[config.mk]
export PLATFORM = sky130hd
export DESIGN_NAME = shell_word_splitter
export DESIGN_NICKNAME = d
export VERILOG_FILES = /design/src/rtl/sws_pkg.sv /design/src/rtl/shell_word_splitter.sv
export SDC_FILE = /design/constraint.sdc
export NUM_CORES = 1
export LEC_CHECK = 0
export BUFFER_PORTS_ARGS = -buffer_cell sky130_fd_sc_hd__buf_4
export CORE_MARGIN = 2
export CORE_UTILIZATION = 39
export CTS_CLUSTER_DIAMETER = 60
export DETAILED_ROUTE_END_ITERATION = 8
export PLACE_DENSITY_LB_ADDON = 0.1
export SETUP_SLACK_MARGIN = 0.4
export SYNTH_ARGS = -nofsm -noshare
export SYNTH_HDL_FRONTEND = slang
export SYNTH_SLANG_ARGS = --single-unit
[constraint.sdc]
create_clock -name clk_i -period 6 [get_ports clk_i]
set_input_delay 0.3 -clock clk_i [delete_from_list [all_inputs] [get_ports clk_i]]
set_output_delay 0.3 -clock clk_i [all_outputs]
set_load 0.02 [all_outputs]
[src/rtl/sws_pkg.sv]
// ----------------------------------------------------------------------------
// sws_pkg: shared types and constants for the shell word splitter
// Beat formats for the byte channel and the result channel, character codes
// and the one-hot scan mode encoding.
// ----------------------------------------------------------------------------
`timescale 1ns / 1ps

package sws_pkg;

  // Characters with a special meaning to the splitter.
  localparam logic [7:0] ChHash      = 8'h23;
  localparam logic [7:0] ChDquote    = 8'h22;
  localparam logic [7:0] ChSquote    = 8'h27;
  localparam logic [7:0] ChBackslash = 8'h5C;
  localparam logic [7:0] ChSpace     = 8'h20;
  localparam logic [7:0] ChTab       = 8'h09;
  localparam logic [7:0] ChCr        = 8'h0D;

  // Most results that a single input byte can give.
  localparam int unsigned MaxResults = 3;

  typedef enum logic [4:0] {
    MODE_BETWEEN = 5'b00001,
    MODE_PLAIN   = 5'b00010,
    MODE_DQ      = 5'b00100,
    MODE_SQ      = 5'b01000,
    MODE_COMMENT = 5'b10000
  } scan_mode_e;

  typedef struct packed {
    logic [7:0] char_in;
    logic       last_in_line;
  } in_beat_t;

  typedef struct packed {
    logic [7:0] out_byte;
    logic       byte_valid;
    logic       word_end;
    logic       line_end;
    logic       last_of_run;
  } out_beat_t;

endpackage

[src/rtl/shell_word_splitter.sv]
// ----------------------------------------------------------------------------
// shell_word_splitter: byte-serial shell-style word splitter
// The first result of an accepted byte is offered in the cycle after the byte is taken.
// One byte per cycle while each byte gives at most one result and the result
// port is not stalled; the results of a byte giving more (up to three) are
// drained one beat at a time by the single result port from the result buffer.
// Reset clears the scan mode, the held backslash and the result buffer.
// ----------------------------------------------------------------------------
`timescale 1ns / 1ps

module shell_word_splitter (
  input  logic               clk_i,
  input  logic               rst_ni,
  input  logic               in_valid_i,
  output logic               in_stall_o,
  input  sws_pkg::in_beat_t  in_beat_i,
  output logic               out_valid_o,
  input  logic               out_stall_i,
  output sws_pkg::out_beat_t out_beat_o
);

  import sws_pkg::*;

  // Scanner state: where we are in the line, and whether a backslash inside
  // a word is waiting to see the following byte before it is given or dropped.
  scan_mode_e mode_q, mode_d;
  logic       held_q, held_d;

  // Result buffer. Entry 0 is always the beat on offer; the buffer shifts
  // down by one entry each time a result beat is taken.
  out_beat_t  buf_q [MaxResults];
  out_beat_t  buf_d [MaxResults];
  logic [1:0] cnt_q, cnt_d;

  // Results computed for the byte now on the input.
  out_beat_t  res   [MaxResults];
  logic [1:0] res_n;

  logic in_fire;
  logic out_fire;

  logic [7:0] b;
  logic       last;
  logic       is_space;
  logic       is_escapable;
  logic       is_quote;

  function automatic out_beat_t make_res(logic [7:0] byte_v, logic valid_v,
                                         logic we_v, logic le_v);
    out_beat_t r;
    r.out_byte    = byte_v;
    r.byte_valid  = valid_v;
    r.word_end    = we_v;
    r.line_end    = le_v;
    r.last_of_run = 1'b0;
    return r;
  endfunction

  assign b    = in_beat_i.char_in;
  assign last = in_beat_i.last_in_line;

  // Whitespace is space and the control range from tab to carriage return.
  assign is_space     = (b == ChSpace) || ((b >= ChTab) && (b <= ChCr));
  assign is_escapable = (b == ChDquote) || (b == ChSquote) || (b == ChHash);
  assign is_quote     = (b == ChDquote) || (b == ChSquote);

  // A new byte is taken when the buffer is empty, or when its only remaining
  // beat leaves in this same cycle: unstalled, one-result bytes flow every cycle.
  assign out_valid_o = (cnt_q != 2'd0);
  assign out_beat_o  = buf_q[0];
  assign out_fire    = out_valid_o && !out_stall_i;
  assign in_stall_o  = !((cnt_q == 2'd0) || ((cnt_q == 2'd1) && !out_stall_i));
  assign in_fire     = in_valid_i && !in_stall_o;

  // Scanner: works out the results of one byte and the state that it leaves.
  always_comb begin
    logic do_word;

    do_word = 1'b0;
    mode_d  = mode_q;
    held_d  = held_q;
    res_n   = 2'd0;
    for (int i = 0; i < MaxResults; i++) begin
      res[i] = '0;
    end

    case (mode_q)
      MODE_PLAIN: begin
        if (is_space) begin
          // A backslash that ends a word at whitespace is kept.
          if (held_q) begin
            res[res_n] = make_res(ChBackslash, 1'b1, 1'b0, 1'b0);
            res_n      = res_n + 2'd1;
          end
          held_d     = 1'b0;
          res[res_n] = make_res(8'h00, 1'b0, 1'b1, last);
          res_n      = res_n + 2'd1;
          mode_d     = MODE_BETWEEN;
        end else begin
          do_word = 1'b1;
        end
      end
      MODE_DQ, MODE_SQ: begin
        // The closing quote must match the opening one and not be escaped.
        if (!held_q && (((mode_q == MODE_DQ) && (b == ChDquote)) ||
                        ((mode_q == MODE_SQ) && (b == ChSquote)))) begin
          res[res_n] = make_res(8'h00, 1'b0, 1'b1, last);
          res_n      = res_n + 2'd1;
          mode_d     = MODE_BETWEEN;
        end else begin
          do_word = 1'b1;
        end
      end
      MODE_COMMENT: begin
        if (last) begin
          res[res_n] = make_res(8'h00, 1'b0, 1'b0, 1'b1);
          res_n      = res_n + 2'd1;
        end
      end
      default: begin
        // Between words.
        held_d = 1'b0;
        if (is_space) begin
          if (last) begin
            res[res_n] = make_res(8'h00, 1'b0, 1'b0, 1'b1);
            res_n      = res_n + 2'd1;
          end
          mode_d = MODE_BETWEEN;
        end else if (b == ChHash) begin
          if (last) begin
            res[res_n] = make_res(8'h00, 1'b0, 1'b0, 1'b1);
            res_n      = res_n + 2'd1;
          end else begin
            mode_d = MODE_COMMENT;
          end
        end else if (is_quote) begin
          // A lone quote on the last byte becomes a word of its own.
          if (last) begin
            res[res_n] = make_res(b, 1'b1, 1'b0, 1'b0);
            res_n      = res_n + 2'd1;
            res[res_n] = make_res(8'h00, 1'b0, 1'b1, 1'b1);
            res_n      = res_n + 2'd1;
          end else begin
            mode_d = (b == ChDquote) ? MODE_DQ : MODE_SQ;
          end
        end else begin
          mode_d  = MODE_PLAIN;
          do_word = 1'b1;
        end
      end
    endcase

    // Content byte of a word, plain or quoted.
    if (do_word) begin
      if (held_d) begin
        // The held backslash is dropped before a quote or hash only.
        if (!is_escapable) begin
          res[res_n] = make_res(ChBackslash, 1'b1, 1'b0, 1'b0);
          res_n      = res_n + 2'd1;
        end
        held_d = 1'b0;
      end
      if ((b == ChBackslash) && !last) begin
        held_d = 1'b1;
      end else begin
        res[res_n] = make_res(b, 1'b1, 1'b0, 1'b0);
        res_n      = res_n + 2'd1;
      end
      if (last) begin
        res[res_n] = make_res(8'h00, 1'b0, 1'b1, 1'b1);
        res_n      = res_n + 2'd1;
      end
    end

    // The end of the line returns the scanner to its reset state.
    if (last) begin
      mode_d = MODE_BETWEEN;
      held_d = 1'b0;
    end

    if (res_n != 2'd0) begin
      res[res_n - 2'd1].last_of_run = 1'b1;
    end
  end

  // Result buffer: loaded with a whole byte's results, drained one beat at a
  // time. A load only happens once the buffer is, or is about to be, empty.
  always_comb begin
    cnt_d = cnt_q;
    for (int i = 0; i < MaxResults; i++) begin
      buf_d[i] = buf_q[i];
    end
    if (in_fire) begin
      cnt_d = res_n;
      for (int i = 0; i < MaxResults; i++) begin
        buf_d[i] = res[i];
      end
    end else if (out_fire) begin
      cnt_d = cnt_q - 2'd1;
      for (int i = 0; i < MaxResults - 1; i++) begin
        buf_d[i] = buf_q[i + 1];
      end
    end
  end

  always_ff @(posedge clk_i or negedge rst_ni) begin
    if (!rst_ni) begin
      mode_q <= MODE_BETWEEN;
      held_q <= 1'b0;
      cnt_q  <= 2'd0;
    end else begin
      cnt_q <= cnt_d;
      if (in_fire) begin
        mode_q <= mode_d;
        held_q <= held_d;
      end
    end
  end

  always_ff @(posedge clk_i) begin
    for (int i = 0; i < MaxResults; i++) begin
      buf_q[i] <= buf_d[i];
    end
  end

  // A byte is only taken when the buffer has room for all of its results.
  assert property (@(posedge clk_i) disable iff (!rst_ni)
    in_fire |-> ((cnt_q == 2'd0) || ((cnt_q == 2'd1) && out_fire)))
    else $error("byte accepted while earlier results were still buffered");

  // The buffer holds exactly the results of the byte just taken.
  assert property (@(posedge clk_i) disable iff (!rst_ni)
    in_fire |=> (cnt_q == $past(res_n)))
    else $error("result count does not match the accepted byte");

  // The last beat leaving the buffer is the final result of its byte.
  assert property (@(posedge clk_i) disable iff (!rst_ni)
    (out_valid_o && (cnt_q == 2'd1)) |-> out_beat_o.last_of_run)
    else $error("final buffered beat lacks its last-of-run mark");

  // A backslash can only be held inside a word.
  assert property (@(posedge clk_i) disable iff (!rst_ni)
    held_q |-> ((mode_q == MODE_PLAIN) || (mode_q == MODE_DQ) || (mode_q == MODE_SQ)))
    else $error("backslash held outside a word");

  // The last byte of a line leaves the scanner in its reset state.
  assert property (@(posedge clk_i) disable iff (!rst_ni)
    (in_fire && in_beat_i.last_in_line) |=> ((mode_q == MODE_BETWEEN) && !held_q))
    else $error("scanner not back between words after the line end");

endmodule
Word-level counts from Yosys, hierarchy flattened
Memories as Yosys holds them, arrays and structs flattened.
Cells that the tools add are included.
{"block": "word_totals", "inputBits": 13, "mem_bits_rw": 36, "register_bits": 8, "latchBits": 0, "romBits": 0, "out_inout_bits": 14, "mem_count": 1}
{"block": "op_classes", "n_addsub": 6, "bitwise_logic": 11, "n_div": 0, "multipliers": 0, "magnitude_cmp": 12, "shift": 0, "n_mux": 78, "n_eq_ne": 13, "n_reduce_logical": 29}
{"name": "buf_q", "depth": 3, "width": 12, "rd": 3, "rd_ports_with_merged_regs": 0, "wr": 3, "line_no": "shell_word_splitter.sv:31", "source": "out_beat_t buf_q [MaxResults];"}
{"op": "$mux 36", "n": 9}
{"op": "$mux 12", "n": 12}
{"op": "$demux 12 s2", "n": 5}
{"op": "$bwmux 36", "n": 3}
{"op": "$mux 24", "n": 4}
{"op": "$pmux 12 s3", "n": 1}
{"op": "$mux 2", "n": 17}
{"op": "$eq 8x6->1 const B", "n": 4}
{"op": "$and 30x30->30", "n": 1}
{"op": "$not 30->30", "n": 1}
{"op": "$mux 5", "n": 5}
{"op": "$pmux 12 s2", "n": 1}
{"op": "$and 21x21->21", "n": 1}
{"op": "$not 21->21", "n": 1}
{"op": "$ge 3x3->1 const B", "n": 5}
{"op": "$lt 3x1->1 const B", "n": 5}
{"op": "$not 2->3", "n": 5}
{"op": "$or 15x15->15", "n": 1}
{"op": "$pmux 5 s3", "n": 1}
{"op": "$logic_and 1x1->1", "n": 13}
{"op": "$mux 1", "n": 13}
{"op": "$mux 11", "n": 1}
{"op": "$add 2x1->2 const B", "n": 4}
{"op": "$eq 8x7->1 const B", "n": 1}
{"op": "other kinds (23)", "n": 35}

Logic depth before layout (Yosys ltp)
{"block": "depth", "ltp_word": 27, "mapped_depth": 22, "mapped_depth_nobuf": 20}

Worst setup path after synthesis
No wires, ideal clock.
{"block": "synth_timing", "kind": "input-to-reg", "startpoint": "in in_beat_i[5] in the netlist's numbering", "endpoint": "mem buf_q[0][10] in the netlist's numbering (data pin)", "path_stages": 20, "required_ns": 5.867, "setup_time_ns": 0.133, "arrival_time_ns": 3.732, "setup_slack_ns": 2.135, "cell_sequence": "or3_4 -> nor3_1 -> nand2_1 -> nor3_2 -> nor2_1 -> inv_1 -> ha_1 -> a21oi_1 -> inv_1 -> ha_1 -> nand2_1 -> o21a_1 -> inv_1 -> ha_1 -> nand2_1 -> nor2_1 -> a31oi_1 -> o21ai_0 -> a211oi_2 -> a32o_1"}
{"element": "from (decl)", "line_no": "shell_word_splitter.sv:16", "source": "input sws_pkg::in_beat_t in_beat_i,"}
{"element": "to (decl)", "line_no": "shell_word_splitter.sv:31"}

==> summary.md <==
| Metric | Value |
|---|---|
| Number of vias per cell | `~5.5` |
| Number of global-route vias before repair | `around 2.0k` |
| Combinational share of power | `between 40 and 50%` |
| CTS sink count | `43` |
| Share of post-route cells with drive strength above 1 | `20.4%` |
| Sequential area share after synthesis | `43.2%` |
| Clock transition at the registers of the reported paths | `0.08 ns` |
| Setup bufs post-CTS | `0` |
| CTS Buf Count | `5` |
| First-pass GRT wire length | `between 10,000 and 15,000 µm` |
| EDFF count, synth | `35` |
| Final setup margin | `about 1.5 ns` |
| Final Slew Violations | `0` |
| Placer Congestion | `around 0.85` |
| Per-cell routed wire length | `around 17 µm` |
| H-tree levels | `2` |
| Commonest register cell after synthesis | `edfxtp_1` |
| Overflow left after global routing | `0` |
| Worst reg-to-reg setup slack | `between 1 and 1.5 ns` |
| FILL cells | `roughly 710` |
| CP max FO | `7` |
| Final HPWL DP | `around 4600 µm` |
| CTS resizes | `0` |
| Pin count of the biggest net entering global routing | `37` |
| Worst EP required | `6.17 ns` |
| Asr flop ratio synth | `a little under a fifth` |
| Core ar. | `just over 7000 µm²` |
| Count leader, synth | `edfxtp_1` |
| Die X | `roughly 90 µm` |
| DR vias | `2,123` |
| Worst setup EP type | `register` |
| Pwr Density | `396 nW/µm²` |
| Sequential power share | `approximately 40%` |
| RSZ-0062 raised after global routing | `false` |
| Setup Skew | `between 0.007 and 0.008 ns` |
| Final hold violation count | `0` |
| Diode count | `0` |
| Yosys cell types | `72` |
| Root Driver | `clkbuf_8` |
| Crit Path Category | `reg2reg` |
| Clk pwr share | `14.6%` |
| Max cap viols | `0` |
| HP Class | `in2reg` |
| Cells after synthesis | `271` |
| # hold bufs at CTS | `1` |
| Synth top cells by count | `edfxtp_1 (35), nand2_1 (18), nor2_1 (17)` |
| # nets final | `306` |
| Die Y | `approximately 90 µm` |
| DIE AREA | `8140 µm²` |
| Setup TNS | `0 ns` |
| Finish-stage setup viols | `0` |
| TritonCTS clock tree | `done` |
| Area contributors post-synth | `edfxtp_1 (36%), dfrtp_1 (6.0%), ha_1 (3.9%), a2111oi_4 (3.8%), a22o_1 (3.6%)` |
| Leakage | `around 1.2 nW` |
| Yosys warning total | `0` |
| First drt pass iteration count | `4` |
| Tmin final | `approximately 4.5 ns` |
| Area grow syn2layout | `9.15%` |
| Max VDD drop | `~110 µV` |
| Sw Pwr | `around 0.48 mW` |
| Row count | `31` |
| Max clock buf depth | `2` |
| Synth top area share | `36.3%` |
| DRC | `0` |
| Worst-margin pin slew | `between 0.6 and 0.7 ns` |
| Avg Inst Size Synth | `approximately 11 µm²` |
| Antenna Nets Post-Route | `0` |
| Final period util | `around 76%` |
| CP Launch Type | `register` |
| Clk_lat worst skew | `around 0.30 ns` |
| Max Clk Rate | `~0.22 GHz` |
| Synth Register Bits | `43` |
| Hold_ws | `approximately 0.32 ns` |
| Ports | `27` |
| Pint | `~0.77 mW` |
| Starting Density | `between 40% and 50%` |
| Critical Path AT | `between 4 and 5 ns` |
| Antenna violations before repair | `0` |
| Routed wire length | `~6500 µm` |
| Relative slew slack | `53.7%` |
| PortBufs | `26` |
| Post-Syn Area | `2900 µm²` |
| DR iter-0 viols | `100` |
| Switch share | `a little under two fifths` |
| Synth area leader | `edfxtp_1` |
| GRT Resource Usage Total | `16.5%` |
| Post-Place Worst Slack | `around 1.3 ns` |
| Status | `finished, final reports clean` |
==> cells by family after synthesis <==
family | after synthesis | share of synthesized area (%)
AO/OA/AOI/OAI | 83 | 24.4
XOR/XNOR | 7 | 2.38
adder cells (fa/ha/maj) | 9 | 3.89
buffers and inverters | 39 | 7.81
flip-flops | 43 | 43.2
multiplexers | 4 | 1.51
other | 1 | 0.129
AND/OR/NAND/NOR | 85 | 16.6
==> placed cells by master (no fill, tap or decap), types with 5 or more instances in the layout <==
cell / n
edfxtp_1: 35
buf_4: 28
nand2_1: 18
nor2_1: 17
a21oi_1: 12
a22o_1: 12
inv_1: 12
o21ai_0: 10
nand3_1: 9
nor3_1: 9
ha_1: 9
nand2b_1: 8
dfrtp_1: 7
o211ai_1: 5
clkbuf_8: 5
==> area by class of cell <==
cell class | count | area (µm²) | area share, %
clock buffers | 5 | 68.8 | 2.18
clock inverters | 3 | 15.0 | 0.475
inverters | 13 | 48.8 | 1.54
multi-input cells | 192 | 1430 | 45.3
flip-flops and latches | 43 | 1250 | 39.6
well taps | 99 | 124 | 3.92
repair buffers | 29 | 220 | 6.96
==> final timing paths <==
path,startpoint,end,cells after the start
max,mode_q[3],buf_q[0][6],19
min,in_beat_i[3],mode_q[4],2
max reg2reg,mode_q[3],buf_q[0][6],19
min reg2reg,buf_q[0][24],buf_q[0][12],2
max in group asynchronous,rst_ni,mode_q[0],2
min in group asynchronous,rst_ni,mode_q[2],2
==> critical path, stage by stage, from the launching register on <==
cell and delay (ns):
dfrtp_1 0.45, xor2_1 0.23, o211ai_2 0.21, a21oi_1 0.14, o211ai_1 0.41, nor2b_2 0.34, ha_1 0.27, a21oi_1 0.26
inv_1 0.11, ha_1 0.30, nand2_1 0.06, o21a_1 0.15, inv_1 0.06, ha_1 0.19, nand2_1 0.11, nor2_1 0.05
a31oi_1 0.18, o21ai_0 0.21, a211oi_2 0.43, a32o_1 0.23
==> power groups by stage <==
stage                     clock network (mW)  logic, mW  registers, mW
after CTS                              0.192      0.568          0.509
final                                  0.183      0.562          0.507
after floorplan                            0      0.468          0.504
after global routing                   0.202      0.620          0.519
after detailed placement                   0      0.564          0.516
after global placement                     0      0.570          0.515
==> state kept, by name, summed over array words and instances (netlist names) <==
signal,count
buf_q,35
cnt_q,2
held_q,1
mode_q,5
==> per-layer routing <==
| metal | GRT usage, % | routed length, µm |
|---|---|---|
| met4 | 4.36 | 75 |
| met2 | 25.7 | 2990 |
| met5 | 0 | 0 |
| met1 | 23.8 | 3140 |
| met3 | 2.85 | 264 |
==> metrics by stage <==
step / utilization, % / total power, mW / std cells / cell area, µm²
floorplan: - / 0.972 / 274 / 2910
global placement: 42.5 / 1.08 / 375 / 3070
detailed placement: 42.5 / 1.08 / 375 / 3070
CTS: 43.8 / 1.27 / 384 / 3160
global route: 43.8 / 1.34 / 384 / 3160
finish: 43.8 / 1.25 / 384 / 3160
(Power assumes the default switching activity.)
